--- src/design/magic_length_frame_deframer_defines.svh ---
// assertion helpers for the frame deframer
`ifndef MAGIC_LENGTH_FRAME_DEFRAMER_DEFINES_SVH
`define MAGIC_LENGTH_FRAME_DEFRAMER_DEFINES_SVH

// same-cycle implication, checked out of reset
`define MLFD_ASSERT_IMP(label, ante, cons, msg) \
  label: assert property (@(posedge clk_i) disable iff (!rst_ni) (ante) |-> (cons)) \
    else $error(msg);

// next-cycle implication, checked out of reset
`define MLFD_ASSERT_NXT(label, ante, cons, msg) \
  label: assert property (@(posedge clk_i) disable iff (!rst_ni) (ante) |=> (cons)) \
    else $error(msg);

`endif

--- src/design/mlfd_pkg.sv ---
package mlfd_pkg;

  localparam int unsigned ByteW = 8;
  localparam int unsigned LenW  = 32;
  localparam int unsigned PosW  = 2;

  // apb register map
  localparam int unsigned AddrW           = 3;
  localparam int unsigned DataW           = 32;
  localparam logic        RegMaxPayload   = 1'b0;
  localparam logic [LenW-1:0] MaxPayloadRst = 32'd4088;

  // frame header magic, one byte per position
  localparam logic [3:0][ByteW-1:0] Magic = {8'h45, 8'h4B, 8'h4F, 8'h50};

  typedef enum logic [1:0] {
    PH_HUNT = 2'd0,
    PH_LEN  = 2'd1,
    PH_DATA = 2'd2
  } phase_e;

  // one result request from the frame parser
  typedef struct packed {
    logic              valid;
    logic [ByteW-1:0]  payload_byte;
    logic              frame_first;
    logic              frame_last;
    logic              frame_empty;
    logic [LenW-1:0]   frame_length;
  } result_t;

endpackage

--- src/design/mlfd_if.sv ---
interface mlfd_in_if;
  logic                        valid;
  logic                        ready;
  logic [mlfd_pkg::ByteW-1:0]  in_byte;

  modport source (output valid, output in_byte, input ready);
  modport sink   (input valid, input in_byte, output ready);
endinterface

interface mlfd_out_if;
  logic                        valid;
  logic                        ready;
  logic [mlfd_pkg::ByteW-1:0]  payload_byte;
  logic                        frame_first;
  logic                        frame_last;
  logic                        frame_empty;
  logic [mlfd_pkg::LenW-1:0]   frame_length;

  modport source (output valid, output payload_byte, output frame_first, output frame_last,
                  output frame_empty, output frame_length, input ready);
  modport sink   (input valid, input payload_byte, input frame_first, input frame_last,
                  input frame_empty, input frame_length, output ready);
endinterface

--- src/design/mlfd_parser.sv ---
module mlfd_parser (
  input  logic                        clk_i,
  input  logic                        rst_ni,
  input  logic                        step_i,
  input  logic [mlfd_pkg::ByteW-1:0]  byte_i,
  input  logic [mlfd_pkg::LenW-1:0]   max_payload_i,
  output mlfd_pkg::result_t           result_o
);
  import mlfd_pkg::*;

  phase_e            phase_q, phase_d;
  logic [PosW-1:0]   pos_q, pos_d;
  logic [LenW-1:0]   len_q, len_d;
  logic [LenW-1:0]   rem_q, rem_d;

  logic [LenW-1:0]   acc;
  logic [PosW-1:0]   hunt_pos;
  logic              rem_last;

  // merge the byte into its little-endian lane of the length
  always_comb begin
    acc = len_q;
    case (pos_q)
      2'd0:    acc[7:0]   = len_q[7:0]   | byte_i;
      2'd1:    acc[15:8]  = len_q[15:8]  | byte_i;
      2'd2:    acc[23:16] = len_q[23:16] | byte_i;
      default: acc[31:24] = len_q[31:24] | byte_i;
    endcase
  end

  // unused phase code hunts from the first magic byte
  assign hunt_pos = (phase_q == PH_HUNT) ? pos_q : '0;
  assign rem_last = (rem_q <= 32'd1);

  // next state
  always_comb begin
    phase_d = phase_q;
    pos_d   = pos_q;
    len_d   = len_q;
    rem_d   = rem_q;
    unique case (phase_q)
      PH_LEN: begin
        len_d = acc;
        if (pos_q != 2'd3) begin
          pos_d = pos_q + 2'd1;
        end else if (acc > max_payload_i || acc == '0) begin
          phase_d = PH_HUNT;
          pos_d   = '0;
        end else begin
          rem_d   = acc;
          phase_d = PH_DATA;
          pos_d   = '0;
        end
      end
      PH_DATA: begin
        if (rem_last) begin
          rem_d   = '0;
          phase_d = PH_HUNT;
          pos_d   = '0;
        end else begin
          rem_d = rem_q - 32'd1;
        end
      end
      default: begin
        phase_d = PH_HUNT;
        if (byte_i == Magic[hunt_pos]) begin
          if (hunt_pos == 2'd3) begin
            phase_d = PH_LEN;
            pos_d   = '0;
            len_d   = '0;
          end else begin
            pos_d = hunt_pos + 2'd1;
          end
        end else begin
          pos_d = (byte_i == Magic[0]) ? 2'd1 : 2'd0;
        end
      end
    endcase
  end

  // result for the byte at hand
  always_comb begin
    result_o = '0;
    unique case (phase_q)
      PH_LEN: begin
        if (pos_q == 2'd3 && acc == '0) begin
          result_o.valid       = 1'b1;
          result_o.frame_first = 1'b1;
          result_o.frame_last  = 1'b1;
          result_o.frame_empty = 1'b1;
        end
      end
      PH_DATA: begin
        result_o.valid        = 1'b1;
        result_o.payload_byte = byte_i;
        result_o.frame_first  = (rem_q == len_q);
        result_o.frame_last   = rem_last;
        result_o.frame_length = len_q;
      end
      default: result_o = '0;
    endcase
  end

  // state registers
  always_ff @(posedge clk_i or negedge rst_ni) begin
    if (!rst_ni) begin
      phase_q <= PH_HUNT;
      pos_q   <= '0;
      len_q   <= '0;
      rem_q   <= '0;
    end else if (step_i) begin
      phase_q <= phase_d;
      pos_q   <= pos_d;
      len_q   <= len_d;
      rem_q   <= rem_d;
    end
  end

endmodule

--- src/design/magic_length_frame_deframer.sv ---
// Byte-stream frame deframer. Bytes arrive on in_i, one request per byte. The block
// hunts for a four-byte magic header word (0x50 0x4F 0x4B 0x45), then reads a
// 32-bit little-endian length. Lengths above max_payload (APB register at
// address 0, reset 4088) are dropped and hunting restarts; otherwise every payload
// byte comes out on out_o with first/last marks and the announced length, and a
// zero-length frame gives one result with first, last and empty set. Throughput is
// one byte per cycle unless out_o.ready holds a result back: each byte passes once
// through an input register, the parser step and the result register that drives
// out_o. in_i.ready stays high unless a result is held back by out_o.ready.
`include "magic_length_frame_deframer_defines.svh"

module magic_length_frame_deframer (
  input  logic                        clk_i,
  input  logic                        rst_ni,
  input  logic                        psel,
  input  logic                        penable,
  input  logic                        pwrite,
  input  logic [mlfd_pkg::AddrW-1:0]  paddr,
  input  logic [mlfd_pkg::DataW-1:0]  pwdata,
  output logic [mlfd_pkg::DataW-1:0]  prdata,
  output logic                        pready,
  mlfd_in_if.sink                     in_i,
  mlfd_out_if.source                  out_o
);
  import mlfd_pkg::*;

  logic [LenW-1:0]   max_payload_q;
  logic              in_valid_q;
  logic [ByteW-1:0]  in_byte_q;
  result_t           res;
  result_t           out_q;
  logic              out_free;
  logic              advance;
  logic              reg_sel;

  // apb register
  assign pready  = 1'b1;
  assign reg_sel = (paddr[2] == RegMaxPayload);
  assign prdata  = reg_sel ? max_payload_q : '0;

  always_ff @(posedge clk_i or negedge rst_ni) begin
    if (!rst_ni) begin
      max_payload_q <= MaxPayloadRst;
    end else if (psel && penable && pwrite && reg_sel) begin
      max_payload_q <= pwdata;
    end
  end

  // pipeline handshake
  assign out_free   = !out_q.valid || out_o.ready;
  assign advance    = in_valid_q && (!res.valid || out_free);
  assign in_i.ready = !in_valid_q || advance;

  // input register
  always_ff @(posedge clk_i or negedge rst_ni) begin
    if (!rst_ni) begin
      in_valid_q <= 1'b0;
    end else if (in_i.ready) begin
      in_valid_q <= in_i.valid;
    end
  end

  always_ff @(posedge clk_i) begin
    if (in_i.valid && in_i.ready) begin
      in_byte_q <= in_i.in_byte;
    end
  end

  mlfd_parser u_parser (
    .clk_i         (clk_i),
    .rst_ni        (rst_ni),
    .step_i        (advance),
    .byte_i        (in_byte_q),
    .max_payload_i (max_payload_q),
    .result_o      (res)
  );

  // result register
  always_ff @(posedge clk_i or negedge rst_ni) begin
    if (!rst_ni) begin
      out_q <= '0;
    end else if (out_free) begin
      if (advance && res.valid) begin
        out_q <= res;
      end else begin
        out_q.valid <= 1'b0;
      end
    end
  end

  assign out_o.valid        = out_q.valid;
  assign out_o.payload_byte = out_q.payload_byte;
  assign out_o.frame_first  = out_q.frame_first;
  assign out_o.frame_last   = out_q.frame_last;
  assign out_o.frame_empty  = out_q.frame_empty;
  assign out_o.frame_length = out_q.frame_length;

  // checks
  `MLFD_ASSERT_IMP(a_empty_frame, out_q.valid && out_q.frame_empty,
    out_q.frame_first && out_q.frame_last && out_q.frame_length == '0
      && out_q.payload_byte == '0,
    "empty frame result malformed")
  `MLFD_ASSERT_NXT(a_in_hold, in_valid_q && !advance,
    in_valid_q && $stable(in_byte_q), "stalled byte lost")
  `MLFD_ASSERT_IMP(a_stall_cause, in_valid_q && !advance,
    res.valid && out_q.valid && !out_o.ready, "input stage stalled without cause")

endmodule
--- src/flat_wrapper.sv ---
// flat-port wrapper written by rule: the top's interface ports become plain ports
module magic_length_frame_deframer_flat import mlfd_pkg::*;
  (clk_i, rst_ni, psel, penable, pwrite, paddr, pwdata, prdata, pready, in_i_valid, in_i_in_byte, in_i_ready, out_o_valid, out_o_payload_byte, out_o_frame_first, out_o_frame_last, out_o_frame_empty, out_o_frame_length, out_o_ready);
  mlfd_in_if in_i_i ();
  mlfd_out_if out_o_i ();
  input  logic clk_i;
  input  logic rst_ni;
  input  logic psel;
  input  logic penable;
  input  logic pwrite;
  input  logic [mlfd_pkg::AddrW-1:0] paddr;
  input  logic [mlfd_pkg::DataW-1:0] pwdata;
  output logic [mlfd_pkg::DataW-1:0] prdata;
  output logic pready;
  input wire logic [$bits(in_i_i.valid)-1:0] in_i_valid;
  input wire logic [$bits(in_i_i.in_byte)-1:0] in_i_in_byte;
  output wire logic [$bits(in_i_i.ready)-1:0] in_i_ready;
  output wire logic [$bits(out_o_i.valid)-1:0] out_o_valid;
  output wire logic [$bits(out_o_i.payload_byte)-1:0] out_o_payload_byte;
  output wire logic [$bits(out_o_i.frame_first)-1:0] out_o_frame_first;
  output wire logic [$bits(out_o_i.frame_last)-1:0] out_o_frame_last;
  output wire logic [$bits(out_o_i.frame_empty)-1:0] out_o_frame_empty;
  output wire logic [$bits(out_o_i.frame_length)-1:0] out_o_frame_length;
  input wire logic [$bits(out_o_i.ready)-1:0] out_o_ready;
  assign in_i_i.valid = in_i_valid;
  assign in_i_i.in_byte = in_i_in_byte;
  assign in_i_ready = in_i_i.ready;
  assign out_o_valid = out_o_i.valid;
  assign out_o_payload_byte = out_o_i.payload_byte;
  assign out_o_frame_first = out_o_i.frame_first;
  assign out_o_frame_last = out_o_i.frame_last;
  assign out_o_frame_empty = out_o_i.frame_empty;
  assign out_o_frame_length = out_o_i.frame_length;
  assign out_o_i.ready = out_o_ready;
  magic_length_frame_deframer u_core (.clk_i(clk_i), .rst_ni(rst_ni), .psel(psel), .penable(penable), .pwrite(pwrite), .paddr(paddr), .pwdata(pwdata), .prdata(prdata), .pready(pready), .in_i(in_i_i), .out_o(out_o_i));
endmodule
--- config.mk ---
export PLATFORM = sky130hd
export DESIGN_NAME = magic_length_frame_deframer_flat
export DESIGN_NICKNAME = d
export VERILOG_FILES = /design/src/design/mlfd_pkg.sv /design/src/design/mlfd_if.sv /design/src/design/mlfd_parser.sv /design/src/design/magic_length_frame_deframer.sv /design/src/flat_wrapper.sv
export VERILOG_INCLUDE_DIRS = /design/src /design/src/design
export SDC_FILE = /design/constraint.sdc
export NUM_CORES = 1
export LEC_CHECK = 0
export ABC_AREA = 1
export BUFFER_PORTS_ARGS = -buffer_cell sky130_fd_sc_hd__buf_2
export CAP_MARGIN = 5
export CORE_MARGIN = 2
export CORE_UTILIZATION = 45
export DETAILED_ROUTE_END_ITERATION = 10
export GPL_ROUTABILITY_DRIVEN = 0
export GPL_TIMING_DRIVEN = 0
export PLACE_DENSITY = 0.66
export SYNTH_ARGS = -nofsm -noshare
export SYNTH_HDL_FRONTEND = slang
export SYNTH_SLANG_ARGS = --single-unit
--- constraint.sdc ---
create_clock -name clk_i -period 2.89 [get_ports clk_i]
set_clock_uncertainty 0.05 [all_clocks]
set_input_delay 0.4335 -clock clk_i [delete_from_list [all_inputs] [get_ports clk_i]]
set_output_delay 0.4335 -clock clk_i [all_outputs]
set_load 0.03 [all_outputs]
Word-level counts from Yosys, hierarchy flattened
Index checks and enable logic that the tools add are counted.
{"block": "classes", "n_addsub": 3, "n_mux": 34, "magnitude_cmp": 3, "n_reduce_logical": 26, "n_bitwise": 6, "n_eq_ne": 13}
{"cell": "$mux 32", "n": 7}
{"cell": "$pmux 32 s2", "n": 2}
{"cell": "$mux 8", "n": 6}
{"cell": "$eq 32x32->1", "n": 1}
{"cell": "$gt 32x32->1", "n": 1}
{"cell": "$le 32x1->1 const B", "n": 1}
{"cell": "$logic_not 32->1", "n": 1}
{"cell": "$or 8x8->8", "n": 4}
{"cell": "$sub 32x1->32 const B", "n": 1}
{"cell": "$bmux 8 s2", "n": 1}
{"cell": "$mux 2", "n": 7}
{"cell": "$pmux 2 s2", "n": 3}
{"cell": "$eq 2x2->1 const B", "n": 4}
{"cell": "$eq 8x7->1 const B", "n": 1}
{"cell": "$eq 8x8->1", "n": 1}
{"cell": "$ne 2x2->1 const B", "n": 4}
{"cell": "$reduce_and 4->1", "n": 2}
{"cell": "$logic_and 1x1->1", "n": 7}
{"cell": "$mux 1", "n": 6}
{"cell": "$reduce_bool 2->1", "n": 3}
{"cell": "$add 2x1->2 const B", "n": 2}
{"cell": "$eq 2x1->1 const B", "n": 2}
{"cell": "$logic_not 2->1", "n": 2}
{"cell": "$logic_or 1x1->1", "n": 4}
{"cell": "other kinds (8)", "n": 12}
{"block": "totals", "out_inout_bits": 78, "reg_bits": 153, "in_bits": 50, "elab_cells": 98}

Longest topological paths before layout
Gate-level depths: netlist of run 1.
{"block": "depth", "ltp_word": 12, "mapped_depth": 22, "mapped_depth_nobuf": 21}

By module
From an unflattened synthesis of run 1, not the netlist that was laid out.
{"block": "unflattened", "hier_cells": 1366, "hier_area_um2": 9703.1}
{"mod": "mlfd_parser", "cells_each": 946, "seq_area_each_um2": 1701.6, "instances": 1, "area_each_um2": 6049.6}
{"mod": "magic_length_frame_deframer", "cells_each": 420, "seq_area_each_um2": 2178.3, "instances": 1, "area_each_um2": 3653.5}

Worst setup path after synthesis of run 1
Ideal clock, no wire load.
{"block": "synth_path", "path_type": "register to register", "from": "register u_core.u_parser.pos_q[0]", "to": "register u_core.u_parser.rem_q[10]", "required_time_ns": 2.774, "stages_incl_launch_ff": 17, "slack_ns": 0.158, "synth_period_minus_slack_ns": 2.732, "arrival_time_ns": 2.616, "setup_ns": 0.066, "path_buffers": 2, "path_cell_list": "dfrtp_1 > ha_1 > buf_2 > a21oi_1 > inv_1 > ha_1 > nand2_1 > nor2_1 > nand4_1 > nor4_1 > nand4_1 > nand2_1 > nand2_1 > nand2_1 > clkbuf_1 > nand3_1 > nand2_1"}
{"block": "synth_via", "elab_chain_cells": 11, "word_cells_on_any_way": 25, "classes_between": "order compare: 1; eq/ne: 6; mux: 9; reduce/logical: 9"}
{"item": "start: declaration", "line_no": "mlfd_parser.sv:12", "rtl": "logic [PosW-1:0] pos_q, pos_d;"}
{"item": "start signal: assignment", "line_no": "mlfd_parser.sv:113", "rtl": "pos_q <= pos_d;"}
{"item": "branches (longest 11 deep; another with $gt 32x32->1)"}
{"item": "end signal: assignment", "line_no": "mlfd_parser.sv:115", "rtl": "rem_q <= rem_d;"}
{"item": "end: declaration", "line_no": "mlfd_parser.sv:14", "rtl": "logic [LenW-1:0] rem_q, rem_d;"}
Parallel ways; which one is timed is not known. The select of a mux whose other input is x is not followed.
A chain may end at the register's enable or synchronous reset.

Worst setup path after layout of run 1
{"block": "layout_path", "from": "register u_core.u_parser.pos_q[0]", "to": "output in_i_ready"}
{"block": "layout_via", "elab_chain_cells": 11, "word_cells_on_any_way": 17, "classes_between": "eq/ne: 3; mux: 6; reduce/logical: 8"}
{"item": "$eq 2x2->1 (tied with other cells)", "line_no": "mlfd_parser.sv:23", "rtl": "case (pos_q)"}
{"item": "$reduce_or 3->1 (no source line)"}
{"item": "$mux 8", "line_no": "mlfd_parser.sv:23"}
{"item": "$logic_not 32->1", "line_no": "mlfd_parser.sv:86", "rtl": "if (pos_q == 2'd3 && acc == '0) begin"}
{"item": "$logic_and 1x1->1 (*)", "line_no": "mlfd_parser.sv:86"}
{"item": "$mux 1 (*)", "line_no": "mlfd_parser.sv:86"}
{"item": "$pmux 1 s2 (*)", "line_no": "mlfd_parser.sv:84", "rtl": "unique case (phase_q)"}
{"item": "$logic_not 1->1 (*)", "line_no": "magic_length_frame_deframer.sv:51", "rtl": "assign advance = in_valid_q && (!res.valid || out_free);"}
{"item": "$logic_or 1x1->1 (*)", "line_no": "magic_length_frame_deframer.sv:51"}
{"item": "$logic_and 1x1->1 (*)", "line_no": "magic_length_frame_deframer.sv:51"}
{"item": "$logic_or 1x1->1 (*)", "line_no": "magic_length_frame_deframer.sv:52", "rtl": "assign in_i.ready = !in_valid_q || advance;"}
{"item": "end: declaration", "line_no": "flat_wrapper.sv:17", "rtl": "output wire logic [$bits(in_i_i.ready)-1:0] in_i_ready;"}
Every way passes the cells marked *; elsewhere a longest branch is shown, timed or not.

==> results of run 1 <==
## metrics by stage
stage,power [mW],setup TNS (ns)
after floorplan,2.769,0
final,5.485,-6.543
after detailed placement,3.010,-43.46
after global placement,2.991,-152.59
after CTS,5.469,-5.296
after global routing,5.671,-14.35
## worst max-delay path by stage
stage	startpoint	endpoint	slack, ns	depth (start not counted)
2_1_floorplan	u_core.u_parser.pos_q[0]$_DFFE_PN0P_	u_core.u_parser.rem_q[10]$_DFFE_PN0P_	0.16	16
3_3_place_gp	rst_ni	u_core.max_payload_q[2]$_DFFE_PN0P_	-0.86	1
3_5_place_dp	u_core.u_parser.pos_q[0]$_DFFE_PN0P_	u_core.u_parser.rem_q[13]$_DFFE_PN0P_	-0.90	16
4_1_cts	u_core.u_parser.pos_q[0]$_DFFE_PN0P_	in_i_ready	-0.20	11
5_1_grt	u_core.u_parser.pos_q[0]$_DFFE_PN0P_	u_core.u_parser.rem_q[22]$_DFFE_PN0P_	-0.34	16
6_report	u_core.u_parser.pos_q[0]$_DFFE_PN0P_	in_i_ready	-0.27	12
## flip-flops by register name, indices dropped and copies added, names as in the netlist
register and cells:
u_core.u_parser.pos_q 2, u_core.in_byte_q 8, u_core.out_o.frame_first 1, u_core.out_o.frame_last 1, u_core.u_parser.rem_q 32, u_core.u_parser.len_q 32
u_core.in_valid_q 1, u_core.max_payload_q 32, u_core.out_o.valid 1, u_core.out_o.payload_byte 8, u_core.out_o.frame_length 32, u_core.out_o.frame_empty 1
u_core.u_parser.phase_q 2
## cell families after synthesis
kind of cell             count (synthesis)  share of synthesized area, %
AO/OA/AOI/OAI                          215                         13.71
XOR/XNOR                                35                         3.320
adder cells (fa/ha/maj)                 43                         5.827
buffers and inverters                  175                         8.334
flip-flops                             153                         42.02
other                                    1                       0.04062
AND/OR/NAND/NOR                        584                         26.74
## layout by cell type, fill, tap and decap left out, types with 10 or more instances in the layout
master / n
clkbuf_16: 22
clkbuf_1: 28
nand3_1: 56
xor2_1: 26
nor2_1: 125
o21ai_0: 69
nand2_2: 76
o22ai_1: 15
nand2_4: 20
ha_1: 36
o21ai_2: 27
nand4_1: 17
a21oi_1: 54
o21ai_1: 10
dfrtp_1: 134
buf_4: 39
nor3_1: 11
buf_6: 11
buf_2: 125
nand2_1: 244
inv_1: 109
a21oi_4: 17
## routing by layer
| layer | up-vias | GRT usage [%] | wire (um) |
|---|---|---|---|
| li1 | 4286 | - | - |
| met1 | 4192 | 37.18 | 12690 |
| met2 | 462 | 40.40 | 12950 |
| met3 | 63 | 5.124 | 2511 |
| met4 | 0 | 10.05 | 922 |
| met5 | - | 0 | 0 |
## cell type report
class / count / area (um2) / area share, %
plain buffers: 56 / 449.2 / 3.680
multi-input cells: 878 / 5296 / 43.39
clock inverters: 13 / 191.4 / 1.568
inverters: 118 / 455.4 / 3.731
clock buffers: 19 / 442.9 / 3.629
well taps: 270 / 337.8 / 2.768
flip-flops and latches: 153 / 3882 / 31.81
repair buffers: 171 / 1151 / 9.430
## power groups by stage
stage	Sequential [mW]	Clock (mW)	Combinational, mW
2_1_floorplan	2.34	0	0.433
3_3_place_gp	2.36	0	0.632
3_5_place_dp	2.36	0	0.649
4_1_cts	2.32	2.45	0.691
5_1_grt	2.34	2.54	0.798
6_report	2.33	2.44	0.720
## worst max-delay path: stages, from the launching register on
cell,delay [ns]
dfrtp_2,0.46
inv_4,0.08
ha_2,0.20
buf_8,0.15
a21oi_4,0.21
nand4_1,0.15
nor2_2,0.15
nand2_2,0.08
nor2_4,0.19
nand2_2,0.10
a21oi_4,0.18
nand3_2,0.12
buf_6,0.16
## timing repair
action / 4_1_cts / 5_1_grt
setup buffers: 20 / 20
cloned: 3 / 3
gates resized for setup: 114 / 123
hold buffers: 1 / 0
pin swaps: 26 / 42
hold endpoints to repair: 52 / 0
setup endpoints to repair: 118 / 109
==> flow_summary_export.csv, run 1 <==
group,metric,value,unit
clocking,cts_tree,"done",
min_path,holdPathEnd,"u_core.in_byte_q[6]$_DFFE_PP_",
synth,netlist_area,9233,um2
status,violations,"setup timing",
synth,syn_nets,1299,
worst_setup_path,cp.arrival,2.68,ns
placed_design,hpwl,20060,um
route,via_per_inst,5.365,
sta,drv_slew,0,
min_path,worstHoldStart,"in_i_in_byte[6]",
worst_setup_path,cp-end-kind,"output pin",
placed_design,placed_area,10220,um2
clocking,path_clk_slew,0.07,ns
finish,fill_cells,1777,
synth,synthArstFlopShare,94.77,%
synth,synth_top_area_share,36.86,%
finish,final_area,12210,um2
synth,synth_flop_cell,"dfrtp_1",
route,drtIter0Drc,818,
synth,synth-seq-cells,153,
finish,nets,1488,
sta,rsz0062_at_grt,"yes",
finish,diodes,0,
grt,grt_max_degree,94,
sta,max_freq,0.3164,GHz
power_and_ir_drop,clockPowerShare,44.4,%
min_path,hp-class,"input port to flop",
sta,hold_slack,0.1196,ns
worst_setup_path,crit_required,2.41,ns
placed_design,port-buffer-count,123,
floorplan,die_h,147.2,um
clocking,h-tree-depth,4,
synth,netlist_top_cells_area,"dfrtp_1 37%, nand2_1 13%, ha_1 5.8%",
sta,setup_viol,49,
sta,fin_ws,-0.2704,ns
grt,grt_pass1_vias,8362,
route,dr.pass1.iters,7,
sta,fin_crit_sh,109.4,%
worst_setup_path,r2r_start,"u_core.u_parser.pos_q[0]$_DFFE_PN0P_",
placed_design,place_ws,-0.8954,ns
floorplan,rows,52,
route,route.detailed.drc,0,
synth,synth_common_cells,"308 x nand2_1, 136 x dfrtp_1, 132 x nor2_1",
synth,synthCells,1206,
synth,ys_types,47,
power_and_ir_drop,leakage,6.245,nW
synth,synth_area_leader_cell,"dfrtp_1",
clocking,cts_buffers,17,
status,outcome,"complete, but fails checks",
worst_setup_path,cp_max_fo,8,
clocking,cts_sinks,153,
power_and_ir_drop,vdd_drop_max,0.0003656,V
power_and_ir_drop,p_int,3.974,mW
route,antenna_left,0,
clocking,cts_max_path_buffers,2,
sta,fin_crit,3.160,ns
finish,instances_no_fill,1678,
floorplan,die_width,147.2,um
clocking,clockRootBuffer,"clkbuf_16",
grt,track_usage,26.38,%
worst_setup_path,ff2ff_path_depth,16,
synth,yosysSeqAreaShare,42.02,%
synth,synth_area_per_cell,7.656,um2
route,num_vias,9003,
grt,grt_overflow,0,
floorplan,core_area,20170,um2
worst_setup_path,rrSetupSlack,-0.22,ns
clocking,clk_latency,0.44,ns
synth,synth-edff-count,8,
floorplan,ioPinCount,128,
power_and_ir_drop,pwr-share-seq,42.5,%
floorplan,dieArea,21680,um2
worst_setup_path,worstReg2RegEnd,"u_core.u_parser.rem_q[22]$_DFFE_PN0P_",
grt,grt_first_pass_wirelength,44720,um
route,routed_wirelength,29070,um
placed_design,dp.cells,1600,
sta,hold_viol_final,0,
worst_setup_path,worstSetupStartpointType,"flop",
floorplan,start_util,45.78,%
sta,worst_slew_pin_slew,0.8338,ns
grt,grt_antenna_before_repair,0,
power_and_ir_drop,cellPowerDensity,449.3,nW/um2
finish,syn2layout_area_growth,32.21,%
finish,fin_util,60.52,%
finish,drive_gt1_share,30.97,%
job,drv_cap,0,
synth,ys_warn_count,0,
power_and_ir_drop,switching_power,1.511,mW
route,wl_per_cell,17.32,um
worst_setup_path,path_class,"flop to output pin",
power_and_ir_drop,p_sw_share,27.54,%
min_path,hold_depth,1,
synth,yosysMostFrequentCell,"nand2_1",
sta,relSlewSlack,44.21,%
power_and_ir_drop,combPwrFrac,13.1,%
(Power assumes the default switching activity.)
==> inputs of run 2 (changes only) <==
- CTS_BUF_LIST: unset -> sky130_fd_sc_hd__clkbuf_8 sky130_fd_sc_hd__clkbuf_16
==> run 2 against run 1 <==
Compared with the run above:
- flip-flop and latch count did not move
- worst hold slack better by 0.0014 ns
- the run still ends with setup timing left
- clock-buffer cell count down 1
- core utilization unchanged
- critical path depth is the same
- sequential share of layout area is the same
- die area stayed put
- first-iteration DRC count rose by 3.8%
- non-clock buffer count is the same
- via count about the same
- combinational power about the same
- setup slack better by 0.015 ns
==> flow_summary_export.csv, run 2 (synthesis gave the netlist of run 1 again) <==
group,metric,value,unit
status,outcome,"complete, but fails checks",
status,violations,"setup timing",
route,wl_per_cell,17.30,um
floorplan,rows,52,
floorplan,core_area,20170,um2
route,num_vias,9000,
power_and_ir_drop,leakage,6.249,nW
sta,relSlewSlack,43.76,%
route,dr.pass1.iters,7,
power_and_ir_drop,total_power,5.481,mW
sta,fin_crit,3.145,ns
worst_setup_path,slowest_stage,"dfrtp_2",
floorplan,dieArea,21680,um2
finish,diodes,0,
clocking,h-tree-depth,4,
worst_setup_path,worstSetupStartpointType,"flop",
min_path,hp-class,"input port to flop",
finish,syn2layout_area_growth,32.21,%
placed_design,dp.cells,1600,
clocking,clockRootBuffer,"clkbuf_16",
power_and_ir_drop,clockPowerShare,44.4,%
placed_design,hpwl,20060,um
power_and_ir_drop,p_sw_share,27.55,%
finish,final_cell_mix,"244 x nand2_1, 134 x dfrtp_1, 125 x nor2_1, 125 x buf_2, 110 x inv_1",
clocking,cts_max_path_buffers,2,
finish,mostFrequentLayoutCell,"nand2_1",
route,routed_wirelength,29030,um
sta,max_freq,0.3180,GHz
clocking,cts_tree,"done",
finish,fin_util,60.52,%
worst_setup_path,cp_cell_sequence,"inv_4, ha_2, buf_8, a21oi_4, nand4_1, nor2_2, nand2_2, nor2_4, nand2_2, a21oi_4, nand3_2, buf_6",
power_and_ir_drop,switching_power,1.510,mW
floorplan,die_h,147.2,um
power_and_ir_drop,combPwrFrac,13.1,%
grt,grt_max_degree,94,
route,antenna_left,0,
finish,nets,1488,
floorplan,die_width,147.2,um
floorplan,ioPinCount,128,
worst_setup_path,cp.arrival,2.66,ns
power_and_ir_drop,cellPowerDensity,449.0,nW/um2
power_and_ir_drop,pwr-share-seq,42.5,%
route,via_per_inst,5.364,
sta,setup_viol,35,
clocking,cts_sinks,153,
placed_design,port-buffer-count,123,
finish,instances_no_fill,1678,
grt,grt_antenna_before_repair,0,
grt,track_usage,26.38,%
clocking,cts_buffers,17,
worst_setup_path,cp_max_fo,8,
worst_setup_path,cp-end-kind,"output pin",
worst_setup_path,path_class,"flop to output pin",
grt,grt_first_pass_wirelength,44720,um
sta,fin_crit_sh,108.8,%
sta,hold_slack,0.1210,ns
grt,grt_pass1_vias,8362,
job,drv_cap,0,
clocking,clk_latency,0.44,ns
sta,hold_viol_final,0,
route,route.detailed.drc,0,
worst_setup_path,max_stage_delay,0.46,ns
placed_design,place_ws,-0.8954,ns
power_and_ir_drop,p_int,3.971,mW
worst_setup_path,crit_required,2.41,ns
clocking,path_clk_slew,0.07,ns
finish,drive_gt1_share,30.97,%
sta,worst_slew_pin_slew,0.8404,ns
worst_setup_path,ff2ff_path_depth,16,
floorplan,start_util,45.78,%
power_and_ir_drop,vdd_drop_max,0.0003656,V
grt,grt_overflow,0,
sta,rsz0062_at_grt,"yes",
sta,drv_slew,0,
min_path,hold_depth,1,
route,drtIter0Drc,849,
sta,fin_ws,-0.2551,ns
-- run 2: cell types whose count changed in the layout (fill, tap and decap cells not counted), sizes merged --
| cell | delta |
|---|---|
| clkbuf | -1 |
| inv | +1 |
-- run 2: final timing paths --
kind | to | startpoint | slack (ns)
setup reg to reg | u_core.u_parser.rem_q[22]$_DFFE_PN0P_ | u_core.u_parser.pos_q[0]$_DFFE_PN0P_ | -0.23
setup / recovery | in_i_ready | u_core.u_parser.pos_q[0]$_DFFE_PN0P_ | -0.26
hold reg to reg | u_core.out_o.payload_byte[4]$_DFFE_PN0P_ | u_core.out_o.payload_byte[4]$_DFFE_PN0P_ | 0.43
hold / removal | u_core.in_byte_q[6]$_DFFE_PP_ | in_i_in_byte[6] | 0.12
min in group asynchronous | u_core.out_o.frame_length[27]$_DFFE_PN0P_ | rst_ni | 0.46
max in group asynchronous | u_core.max_payload_q[7]$_DFFE_PN1P_ | rst_ni | 1.48
-- run 2: worst max-delay path, delay by kind of cell (launching register included) --
family                   cells  cell delay, ns
AND/OR/NAND/NOR              6            0.78
flip-flops                   1            0.46
AO/OA/AOI/OAI                2            0.39
buffers and inverters        3            0.38
adder cells (fa/ha/maj)      1            0.20
-- run 2: repair_timing --
action,in CTS,in global routing
setup buffers,20,20
endpoints found under the hold margin,52,0
gates cloned,3,3
hold buffers,1,0
pin swaps,26,42
endpoints found under the setup margin,118,109
gates resized for setup,114,123
-- run 2: final cells by class --
cell class	instances	area, um2
Buffer	56	449.2
Clock buffer	18	439.2
Clock inverter	14	195.2
Fill cell	1777	7963
Inverter	118	455.4
Multi-Input combinational cell	878	5296
Sequential cell	153	3882
Tap cell	270	337.8
Timing Repair Buffer	171	1151
-- run 2: per-layer routing --
layer,global-route usage [%],wire [um],part of all wire [%],up-vias
met1,37.18,12590,43,4177
li1,-,-,-,4287
met5,0,0,0,-
met4,10.05,946,3.3,0
met3,5.124,2552,8.8,65
met2,40.40,12940,45,471
-- run 2: stage by stage --
step           area (um2)  setup TNS [ns]
2_1_floorplan        9233               0
3_3_place_gp        10190         -152.59
3_5_place_dp        10220          -43.46
4_1_cts             11550          -5.296
5_1_grt             12210          -14.35
6_report            12210          -6.488
-- run 2: power by group through the flow --
stage               logic (mW)  clock network (mW)  registers, mW
finish                   0.720                2.43           2.33
global route             0.798                2.53           2.34
CTS                      0.691                2.45           2.32
detailed placement       0.649                   0           2.36
global placement         0.632                   0           2.36
floorplan                0.433                   0           2.34
